===== config.mk =====
export PLATFORM = sky130hd
export DESIGN_NAME = md4_hash_engine_flat
export DESIGN_NICKNAME = d
export VERILOG_FILES = /design/src/sv/md4_pkg.sv /design/src/sv/md4_in_if.sv /design/src/sv/md4_out_if.sv /design/src/sv/md4_msgbuf.sv /design/src/sv/md4_hash_engine.sv /design/src/flat_wrapper.sv
export SDC_FILE = /design/constraint.sdc
export NUM_CORES = 2
export LEC_CHECK = 0
export BUFFER_PORTS_ARGS = -buffer_cell sky130_fd_sc_hd__buf_2
export CAP_MARGIN = 10
export CORE_MARGIN = 3
export CORE_UTILIZATION = 50
export DETAILED_ROUTE_END_ITERATION = 8
export PLACE_DENSITY = 0.65
export SLEW_MARGIN = 30
export SYNTH_ARGS = -nofsm -noshare
export SYNTH_HDL_FRONTEND = slang
export SYNTH_SLANG_ARGS = --single-unit

===== constraint.sdc =====
create_clock -name clk_i -period 18.3 [get_ports clk_i]
set_clock_uncertainty 0.1 [all_clocks]
set_input_delay 0.915 -clock clk_i [delete_from_list [all_inputs] [get_ports clk_i]]
set_output_delay 0.915 -clock clk_i [all_outputs]
set_load 0.01 [all_outputs]

===== src/sv/md4_pkg.sv =====
// Shared types, constants and control store for the MD4 hash engine.
package md4_pkg;

  localparam int unsigned CntW = 61;
  localparam int unsigned PcW  = 6;

  localparam logic [PcW-1:0] PC_ROUND0 = 6'd0;
  localparam logic [PcW-1:0] PC_FINAL  = 6'd48;
  localparam logic [PcW-1:0] PC_IDLE   = 6'd49;

  localparam logic [31:0] IV0 = 32'h67452301;
  localparam logic [31:0] IV1 = 32'hEFCDAB89;
  localparam logic [31:0] IV2 = 32'h98BADCFE;
  localparam logic [31:0] IV3 = 32'h10325476;
  localparam logic [31:0] K_R2 = 32'h5A827999;
  localparam logic [31:0] K_R3 = 32'h6ED9EBA1;
  localparam logic [7:0]  PAD_BYTE = 8'h80;
  localparam logic [5:0]  POS_MASK = 6'h3F;
  localparam logic [5:0]  LEN_POS  = 6'd56;

  localparam logic [4:0] R1_SHIFT [4] = '{5'd3, 5'd7, 5'd11, 5'd19};
  localparam logic [4:0] R2_SHIFT [4] = '{5'd3, 5'd5, 5'd9, 5'd13};
  localparam logic [4:0] R3_SHIFT [4] = '{5'd3, 5'd9, 5'd11, 5'd15};

  typedef enum logic [1:0] {
    OP_IDLE,
    OP_ROUND,
    OP_FINAL
  } op_e;

  typedef enum logic [1:0] {
    RND_F,
    RND_G,
    RND_H
  } rnd_e;

  typedef struct packed {
    op_e        op;
    rnd_e       fsel;
    logic [3:0] widx;
    logic [4:0] shamt;
  } ctrl_t;

  typedef struct packed {
    logic        pad;
    logic        blk2;
    logic [5:0]  pos;
    logic [63:0] bitlen;
  } pad_ctl_t;

  function automatic ctrl_t ctrl_rom(input logic [PcW-1:0] pc);
    ctrl_t      c;
    logic [3:0] j;
    logic [1:0] r;
    j = pc[3:0];
    r = pc[5:4];
    c = '{op: OP_IDLE, fsel: RND_F, widx: 4'd0, shamt: 5'd0};
    if (pc < PC_FINAL) begin
      c.op = OP_ROUND;
      unique case (r)
        2'd0: begin
          c.fsel  = RND_F;
          c.widx  = j;
          c.shamt = R1_SHIFT[j[1:0]];
        end
        2'd1: begin
          c.fsel  = RND_G;
          c.widx  = {j[1:0], j[3:2]};
          c.shamt = R2_SHIFT[j[1:0]];
        end
        default: begin
          c.fsel  = RND_H;
          c.widx  = {j[0], j[1], j[2], j[3]};
          c.shamt = R3_SHIFT[j[1:0]];
        end
      endcase
    end else if (pc == PC_FINAL) begin
      c.op = OP_FINAL;
    end
    return c;
  endfunction

  function automatic logic [31:0] rotl32(input logic [31:0] v, input logic [4:0] s);
    logic [63:0] t;
    t = {v, v} << s;
    return t[63:32];
  endfunction

  function automatic logic [31:0] rnd_fn(input rnd_e sel, input logic [31:0] b,
                                         input logic [31:0] c, input logic [31:0] d);
    logic [31:0] f;
    unique case (sel)
      RND_F:   f = (b & c) | (~b & d);
      RND_G:   f = (b & c) | (b & d) | (c & d);
      RND_H:   f = b ^ c ^ d;
      default: f = b ^ c ^ d;
    endcase
    return f;
  endfunction

  function automatic logic [31:0] rnd_k(input rnd_e sel);
    logic [31:0] k;
    unique case (sel)
      RND_F:   k = 32'd0;
      RND_G:   k = K_R2;
      RND_H:   k = K_R3;
      default: k = 32'd0;
    endcase
    return k;
  endfunction

endpackage


===== src/sv/md4_in_if.sv =====
// Input channel: one message byte or end-of-message marker per transfer.
interface md4_in_if;
  logic       valid;
  logic       ready;
  logic [7:0] data_byte;
  logic       byte_valid;
  logic       end_of_message;

  modport source (output valid, data_byte, byte_valid, end_of_message, input ready);
  modport sink   (input valid, data_byte, byte_valid, end_of_message, output ready);
endinterface


===== src/sv/md4_out_if.sv =====
// Output channel: one digest word per transfer.
interface md4_out_if;
  logic        valid;
  logic        ready;
  logic [31:0] digest_word;
  logic [1:0]  word_index;
  logic        last_word;

  modport source (output valid, digest_word, word_index, last_word, input ready);
  modport sink   (input valid, digest_word, word_index, last_word, output ready);
endinterface


===== src/sv/md4_msgbuf.sv =====
// Block buffer with byte writes and padded message word reads.
module md4_msgbuf (
  input  logic              clk_i,
  input  logic              wr_en_i,
  input  logic [5:0]        wr_pos_i,
  input  logic [7:0]        wr_byte_i,
  input  logic [3:0]        rd_idx_i,
  input  md4_pkg::pad_ctl_t ctl_i,
  output logic [31:0]       word_o
);

  logic [31:0] mem_q [16];
  logic [31:0] raw;
  logic        len_here;
  logic [5:0]  bpos [4];
  logic [5:0]  lsel [4];

  always_ff @(posedge clk_i) begin
    if (wr_en_i) begin
      mem_q[wr_pos_i[5:2]][{wr_pos_i[1:0], 3'b000} +: 8] <= wr_byte_i;
    end
  end

  assign raw      = mem_q[rd_idx_i];
  assign len_here = ctl_i.pad && (ctl_i.blk2 || (ctl_i.pos < md4_pkg::LEN_POS));

  always_comb begin
    for (int l = 0; l < 4; l++) begin
      bpos[l] = {rd_idx_i, 2'(l)};
      lsel[l] = {rd_idx_i[0], 2'(l), 3'b000};
      if (!ctl_i.pad) begin
        word_o[8*l +: 8] = raw[8*l +: 8];
      end else if (len_here && (bpos[l] >= md4_pkg::LEN_POS)) begin
        word_o[8*l +: 8] = ctl_i.bitlen[lsel[l] +: 8];
      end else if (!ctl_i.blk2 && (bpos[l] < ctl_i.pos)) begin
        word_o[8*l +: 8] = raw[8*l +: 8];
      end else if (!ctl_i.blk2 && (bpos[l] == ctl_i.pos)) begin
        word_o[8*l +: 8] = md4_pkg::PAD_BYTE;
      end else begin
        word_o[8*l +: 8] = 8'h00;
      end
    end
  end

endmodule


===== src/sv/md4_hash_engine.sv =====
// MD4 hash engine top level: control store sequencer and compression datapath.
//
// Input channel in_i carries one item per transfer: data_byte with byte_valid,
// and end_of_message to close the message. Output channel out_o carries the
// four digest words, word_index 0 to 3, last_word set on the fourth.
// A byte is taken while the engine is idle. The 64th byte of a
// block starts the 48-step compression, one step per cycle from a 50-entry
// control store, plus a final step for the chaining add; no input is taken
// during these. End of message runs one or two padded compressions with
// padding and length inserted on the read side of the block buffer, then
// loads the digest into an output register bank and returns to idle.
// The bank drains one word per transfer while the next message streams in;
// a following digest waits in the final step until the bank is empty.
// Reset restores the initial chaining values and a zero byte count.
module md4_hash_engine (
  input  logic       clk_i,
  input  logic       rst_ni,
  md4_in_if.sink     in_i,
  md4_out_if.source  out_o
);

  md4_pkg::ctrl_t                cw;
  md4_pkg::pad_ctl_t             pctl;
  logic [md4_pkg::PcW-1:0]       pc_q, pc_d;
  logic [md4_pkg::CntW-1:0]      cnt_q, cnt_d;
  logic                          pad_q, pad_d;
  logic                          blk2_q, blk2_d;
  logic                          eom_q, eom_d;
  logic [31:0]                   chain_q [4];
  logic [31:0]                   chain_d [4];
  logic [31:0]                   dig_q [4];
  logic [31:0]                   dig_d [4];
  logic [31:0]                   sum [4];
  logic [31:0]                   wa_q, wa_d, wb_q, wb_d, wc_q, wc_d, wd_q, wd_d;
  logic                          ovld_q, ovld_d;
  logic [1:0]                    oidx_q, oidx_d;
  logic                          in_fire, out_fire;
  logic [5:0]                    pos;
  logic [31:0]                   xw, nv;

  assign cw       = md4_pkg::ctrl_rom(pc_q);
  assign pos      = cnt_q[5:0] & md4_pkg::POS_MASK;
  assign in_i.ready = (cw.op == md4_pkg::OP_IDLE);
  assign in_fire  = in_i.valid && in_i.ready;
  assign out_fire = out_o.valid && out_o.ready;

  assign pctl.pad    = pad_q;
  assign pctl.blk2   = blk2_q;
  assign pctl.pos    = pos;
  assign pctl.bitlen = {cnt_q, 3'b000};

  md4_msgbuf u_buf (
    .clk_i     (clk_i),
    .wr_en_i   (in_fire && in_i.byte_valid),
    .wr_pos_i  (pos),
    .wr_byte_i (in_i.data_byte),
    .rd_idx_i  (cw.widx),
    .ctl_i     (pctl),
    .word_o    (xw)
  );

  assign nv = md4_pkg::rotl32(wa_q + md4_pkg::rnd_fn(cw.fsel, wb_q, wc_q, wd_q) + xw
                              + md4_pkg::rnd_k(cw.fsel), cw.shamt);

  assign sum[0] = chain_q[0] + wa_q;
  assign sum[1] = chain_q[1] + wb_q;
  assign sum[2] = chain_q[2] + wc_q;
  assign sum[3] = chain_q[3] + wd_q;

  assign out_o.valid       = ovld_q;
  assign out_o.digest_word = dig_q[oidx_q];
  assign out_o.word_index  = oidx_q;
  assign out_o.last_word   = (oidx_q == 2'd3);

  always_comb begin
    pc_d    = pc_q;
    cnt_d   = cnt_q;
    pad_d   = pad_q;
    blk2_d  = blk2_q;
    eom_d   = eom_q;
    chain_d = chain_q;
    dig_d   = dig_q;
    wa_d    = wa_q;
    wb_d    = wb_q;
    wc_d    = wc_q;
    wd_d    = wd_q;
    ovld_d  = ovld_q;
    oidx_d  = oidx_q;

    if (out_fire) begin
      if (oidx_q == 2'd3) begin
        ovld_d = 1'b0;
      end else begin
        oidx_d = oidx_q + 2'd1;
      end
    end

    unique case (cw.op)
      md4_pkg::OP_IDLE: begin
        if (in_fire) begin
          if (in_i.byte_valid) begin
            cnt_d = cnt_q + md4_pkg::CntW'(1);
          end
          if (in_i.byte_valid && (pos == md4_pkg::POS_MASK)) begin
            pc_d  = md4_pkg::PC_ROUND0;
            pad_d = 1'b0;
            eom_d = in_i.end_of_message;
            wa_d  = chain_q[0];
            wb_d  = chain_q[1];
            wc_d  = chain_q[2];
            wd_d  = chain_q[3];
          end else if (in_i.end_of_message) begin
            pc_d   = md4_pkg::PC_ROUND0;
            pad_d  = 1'b1;
            blk2_d = 1'b0;
            wa_d   = chain_q[0];
            wb_d   = chain_q[1];
            wc_d   = chain_q[2];
            wd_d   = chain_q[3];
          end
        end
      end
      md4_pkg::OP_ROUND: begin
        wa_d = wd_q;
        wb_d = nv;
        wc_d = wb_q;
        wd_d = wc_q;
        pc_d = pc_q + md4_pkg::PcW'(1);
      end
      md4_pkg::OP_FINAL: begin
        if (!pad_q) begin
          chain_d = sum;
          if (eom_q) begin
            pc_d   = md4_pkg::PC_ROUND0;
            pad_d  = 1'b1;
            blk2_d = 1'b0;
            eom_d  = 1'b0;
            wa_d   = sum[0];
            wb_d   = sum[1];
            wc_d   = sum[2];
            wd_d   = sum[3];
          end else begin
            pc_d = md4_pkg::PC_IDLE;
          end
        end else if (!blk2_q && (pos >= md4_pkg::LEN_POS)) begin
          chain_d = sum;
          blk2_d  = 1'b1;
          pc_d    = md4_pkg::PC_ROUND0;
          wa_d    = sum[0];
          wb_d    = sum[1];
          wc_d    = sum[2];
          wd_d    = sum[3];
        end else if (!ovld_q) begin
          dig_d      = sum;
          ovld_d     = 1'b1;
          oidx_d     = 2'd0;
          chain_d[0] = md4_pkg::IV0;
          chain_d[1] = md4_pkg::IV1;
          chain_d[2] = md4_pkg::IV2;
          chain_d[3] = md4_pkg::IV3;
          cnt_d      = '0;
          pad_d      = 1'b0;
          blk2_d     = 1'b0;
          pc_d       = md4_pkg::PC_IDLE;
        end
      end
      default: begin
        pc_d = md4_pkg::PC_IDLE;
      end
    endcase
  end

  always_ff @(posedge clk_i or negedge rst_ni) begin
    if (!rst_ni) begin
      pc_q       <= md4_pkg::PC_IDLE;
      cnt_q      <= '0;
      pad_q      <= 1'b0;
      blk2_q     <= 1'b0;
      eom_q      <= 1'b0;
      chain_q[0] <= md4_pkg::IV0;
      chain_q[1] <= md4_pkg::IV1;
      chain_q[2] <= md4_pkg::IV2;
      chain_q[3] <= md4_pkg::IV3;
      ovld_q     <= 1'b0;
      oidx_q     <= 2'd0;
    end else begin
      pc_q    <= pc_d;
      cnt_q   <= cnt_d;
      pad_q   <= pad_d;
      blk2_q  <= blk2_d;
      eom_q   <= eom_d;
      chain_q <= chain_d;
      ovld_q  <= ovld_d;
      oidx_q  <= oidx_d;
    end
  end

  always_ff @(posedge clk_i) begin
    dig_q <= dig_d;
    wa_q  <= wa_d;
    wb_q  <= wb_d;
    wc_q  <= wc_d;
    wd_q  <= wd_d;
  end

`ifndef SYNTHESIS
  a_blk2_in_pad: assert property (@(posedge clk_i) disable iff (!rst_ni)
    blk2_q |-> pad_q)
    else $error("second padding block outside padding");

  a_plain_block_aligned: assert property (@(posedge clk_i) disable iff (!rst_ni)
    (cw.op != md4_pkg::OP_IDLE) && !pad_q |-> (pos == 6'd0))
    else $error("data block compressed at unaligned count");

  a_word_advance: assert property (@(posedge clk_i) disable iff (!rst_ni)
    out_fire && (oidx_q != 2'd3) |=> ovld_q && (oidx_q == $past(oidx_q) + 2'd1))
    else $error("digest word index did not advance");

  a_eom_only_data: assert property (@(posedge clk_i) disable iff (!rst_ni)
    eom_q |-> !pad_q)
    else $error("pending end of message during padding");
`endif

endmodule

===== src/flat_wrapper.sv =====
// flat-port wrapper written by rule: the top's interface ports become plain ports
module md4_hash_engine_flat 
  (clk_i, rst_ni, in_i_valid, in_i_data_byte, in_i_byte_valid, in_i_end_of_message, in_i_ready, out_o_valid, out_o_digest_word, out_o_word_index, out_o_last_word, out_o_ready);
  md4_in_if in_i_i ();
  md4_out_if out_o_i ();
  input  logic clk_i;
  input  logic rst_ni;
  input wire logic [$bits(in_i_i.valid)-1:0] in_i_valid;
  input wire logic [$bits(in_i_i.data_byte)-1:0] in_i_data_byte;
  input wire logic [$bits(in_i_i.byte_valid)-1:0] in_i_byte_valid;
  input wire logic [$bits(in_i_i.end_of_message)-1:0] in_i_end_of_message;
  output wire logic [$bits(in_i_i.ready)-1:0] in_i_ready;
  output wire logic [$bits(out_o_i.valid)-1:0] out_o_valid;
  output wire logic [$bits(out_o_i.digest_word)-1:0] out_o_digest_word;
  output wire logic [$bits(out_o_i.word_index)-1:0] out_o_word_index;
  output wire logic [$bits(out_o_i.last_word)-1:0] out_o_last_word;
  input wire logic [$bits(out_o_i.ready)-1:0] out_o_ready;
  assign in_i_i.valid = in_i_valid;
  assign in_i_i.data_byte = in_i_data_byte;
  assign in_i_i.byte_valid = in_i_byte_valid;
  assign in_i_i.end_of_message = in_i_end_of_message;
  assign in_i_ready = in_i_i.ready;
  assign out_o_valid = out_o_i.valid;
  assign out_o_digest_word = out_o_i.digest_word;
  assign out_o_word_index = out_o_i.word_index;
  assign out_o_last_word = out_o_i.last_word;
  assign out_o_i.ready = out_o_ready;
  md4_hash_engine u_core (.clk_i(clk_i), .rst_ni(rst_ni), .in_i(in_i_i), .out_o(out_o_i));
endmodule

==> implementation parameters <==
Parameter                              Value

Outcome
  Run status ... finished clean

Floorplanning
  Die width ... roughly 340 um
  Total Die Area ... between 100,000 and 150,000 um2
  Starting utilization of the core area ... between 50% and 60%
  Placeable Area ... between 100,000 and 150,000 um2
  Number of top-level design ports ... 51
  Standard-cell rows ... between 100 and 150
  Chip Height ... approximately 340 um

Global routing
  Number of global-route vias before repair ... a little under 40,000
  Antenna violations before repair ... 2
  Remaining global-route overflow ... 0
  Largest net degree at the start of global routing ... between 100 and 150
  Global-route total usage across every layer ... about 29%
  Wire length of the first global-routing pass ... roughly 250,000 um

Setup path
  Critical setup path kind ... flip-flop to flip-flop
  Required arrival time at the worst endpoint ... 18.64 ns
  CP arrival ... slightly above 10 ns
  Crit path launch type ... flip-flop
  Stage delay of the slowest cell on the critical path ... approximately 0.80 ns
  Crit-path slowest cell ... sky130_fd_sc_hd__buf_4
  Critical Path Sink Type ... flip-flop
  CP max FO ... about 110

STA
  Shortest period the worst path allows ... around 9.8 ns
  Setup TNS after final layout ... 0 ns
  Fmax ... slightly above 0.1 GHz
  Number of failing setup endpoints in the final timing report ... 0
  Worst relative slew slack ... around a third
  Count of pins over their slew limit ... 0
  Fin. Hold Viols ... 0
  Worst-case hold slack ... about 0.17 ns
  Tcrit/Tclk final ... a little over half
  Worst Max-Slew Pin Slew ... around 1 ns
  Setup repair after global routing missed its margin ... no

Hold path
  Hold WC Path Type ... input pin to asynchronous set/reset pin

Clocking
  Cts bufs inserted ... 103
  Latest clock arrival within the worst-skew pair ... about 0.71 ns
  Number of clock sinks ... 969
  Reg clk slew, reported paths ... 0.06 ns
  Root buffer selected by CTS ... sky130_fd_sc_hd__clkbuf_16
  Setup repair bufs after CTS ... 0
  Maximum number of buffers from clock root to sink ... 3
  Cells resized by post-CTS repair ... 0
  CTS hold repair buffers ... 0
  H-tree depth ... 3
  TritonCTS clock tree ... yes

Cells and area
  Ratio of cells with drive above 1 in the final layout ... under 10%
  Net count of the finished layout ... 5,416
  Filler cell count ... about 9,100
  Storage cell area ... about 28,000 um2
  Area growth from synthesis to layout ... 9.20%
  Summed area of non-filler cells in the final layout ... around 60,000 um2
  Area occupied by multi-input gates ... 24,300 um2

Synth
  Count of yosys warnings during synthesis ... 0
  Number of synthesized flops with an enable pin ... 768
  Distinct cell type count after synthesis ... between 90 and 100
  Part of the Yosys area used for sequential elements ... approximately half
  Mapped Nets ... 5,490
  Synthesized area divided by synthesized cell count ... 10.4 um2
  Synth async-reset ratio ... between 20% and 30%
  Number of cells produced by synthesis ... 5,201
  Post-synth design cell area ... 54,200 um2
  Dominant register cell in the synthesized netlist ... sky130_fd_sc_hd__edfxtp_1
  Flop and latch count out of synthesis ... about 970

Detailed routing
  WL per Instance ... ~25 um
  Final wirelength ... around 170,000 um
  Number of antenna-violating nets in the routed design ... 0
  Number of DRC violations after detailed-routing iteration 0 ... approximately 5,000
  Residual DRC count ... 0
  DR vias/cell ... between 6 and 7
  Router iterations before antenna repair ... 6
  Number of vias after detailed routing ... ~42,000

Placement
  Number of buffer cells added on primary ports ... 50
  Cell area reported after detailed placement ... around 56,000 um2
  Post-detailed-placement half-perimeter wirelength ... roughly 110,000 um
  Final GP Congestion ... 0.960

Flow run
  Count of max-cap constraint violations ... 0
-- metrics by stage --
stage          setup slack [ns]  std cells  util (%)
2_1_floorplan             10.23       5201         -
3_3_place_gp               8.88       6425      51.8
3_5_place_dp               8.69       6425      51.9
4_1_cts                    8.66       6619      55.1
5_1_grt                    7.98       6619      55.1
6_report                   8.54       6625      55.1
-- worst max-delay path: cells and delay by family, from the launching register on --
kind	cells	cell delay, ns
and+or+nand+nor	9	1.80
buffers and inverters	4	2.11
DFF	1	0.61
adders and majority gates	4	1.69
AOI/OAI and AO/OA	10	2.33
muxes	1	0.23
xor gates and xnor gates	1	0.42
-- synthesized netlist by cell type (46+ instances only) --
library cell	n	share of area, %
sky130_fd_sc_hd__and2_1	48	0.55
sky130_fd_sc_hd__edfxtp_1	768	43
sky130_fd_sc_hd__o21ai_0	251	2.3
sky130_fd_sc_hd__o22a_1	55	0.89
sky130_fd_sc_hd__a21o_1	76	1.1
sky130_fd_sc_hd__a21oi_1	239	2.2
sky130_fd_sc_hd__nand3_1	331	3.1
sky130_fd_sc_hd__xnor2_1	109	1.8
sky130_fd_sc_hd__o211ai_1	47	0.65
sky130_fd_sc_hd__ha_1	184	4.2
sky130_fd_sc_hd__dfstp_2	67	3.2
sky130_fd_sc_hd__fa_1	91	3.4
sky130_fd_sc_hd__mux2i_1	101	1.9
sky130_fd_sc_hd__nor2_1	392	2.7
sky130_fd_sc_hd__xor2_1	70	1.1
sky130_fd_sc_hd__a31oi_1	100	1.2
sky130_fd_sc_hd__inv_1	211	1.5
sky130_fd_sc_hd__o22ai_1	46	0.53
sky130_fd_sc_hd__nor3_1	63	0.58
sky130_fd_sc_hd__a22o_1	67	1.1
sky130_fd_sc_hd__dfrtp_1	134	6.2
sky130_fd_sc_hd__nand2_1	911	6.3
sky130_fd_sc_hd__clkbuf_1	244	1.7
-- metal layers --
layer	routed length, um	part of all wire, %	up-vias	track usage (%)
li1	-	-	18800	-
met1	72700	44	20700	43.1
met2	72300	44	1908	42.8
met3	14600	8.8	304	5.29
met4	5970	3.6	4	10.5
met5	24	0.014	-	0
-- sequential cells by signal, indices dropped and copies added (netlist names) --
name	cells
u_core.out_o.word_index	2
u_core.wc_q	32
u_core.wb_q	32
u_core.u_buf.mem_q	512
u_core.dig_q	128
u_core.pad_q	1
u_core.out_o.valid	1
u_core.cnt_q	61
u_core.blk2_q	1
u_core.wd_q	32
u_core.wa_q	32
u_core.chain_q	128
u_core.pc_q	6
u_core.eom_q	1
-- area by class of cell --
cell class	count	area share (%)
sequential	969	47.6
multi-input combinational	3732	41.0
clock buffer	132	4.73
tap	1403	2.97
inverter	216	1.40
timing repair buffer	105	1.19
clock inverter	62	1.03
antenna	6	0.0254
-- final timing paths --
| kind | startpoint | cells after the start | slack, ns | endpoint |
|---|---|---|---|---|
| min in group clk_i | u_core.chain_q[63] | 2 | 0.41 | u_core.chain_q[63] |
| setup reg to reg | u_core.pc_q[4] | 29 | 8.54 | u_core.wb_q[26] |
| max in group asynchronous | rst_ni | 2 | 16.49 | u_core.out_o.word_index[1] |
| hold / removal | rst_ni | 1 | 0.17 | u_core.chain_q[41] |
| setup / recovery | u_core.pc_q[4] | 29 | 8.54 | u_core.wb_q[26] |
| hold reg to reg | u_core.chain_q[63] | 2 | 0.41 | u_core.chain_q[63] |
-- logic make-up after synthesis --
kind of cell	synth area share, %
DFF	52.0
muxes	3.61
and+or+nand+nor	15.8
buffers and inverters	3.51
xor gates and xnor gates	2.92
AOI/OAI and AO/OA	14.6
adders and majority gates	7.61
-- layout by cell type, fill, tap and decap left out, drive strengths merged, types with 132 or more instances in the layout --
cell type	count
a21oi	239
clkbuf	132
dfrtp	134
edfxtp	768
ha	184
inv	217
nand2	912
nand3	331
nor2	396
o21ai	257
Power is not shown: default switching activity piles up to over one toggle a cycle in this logic, so the estimate is an artifact.
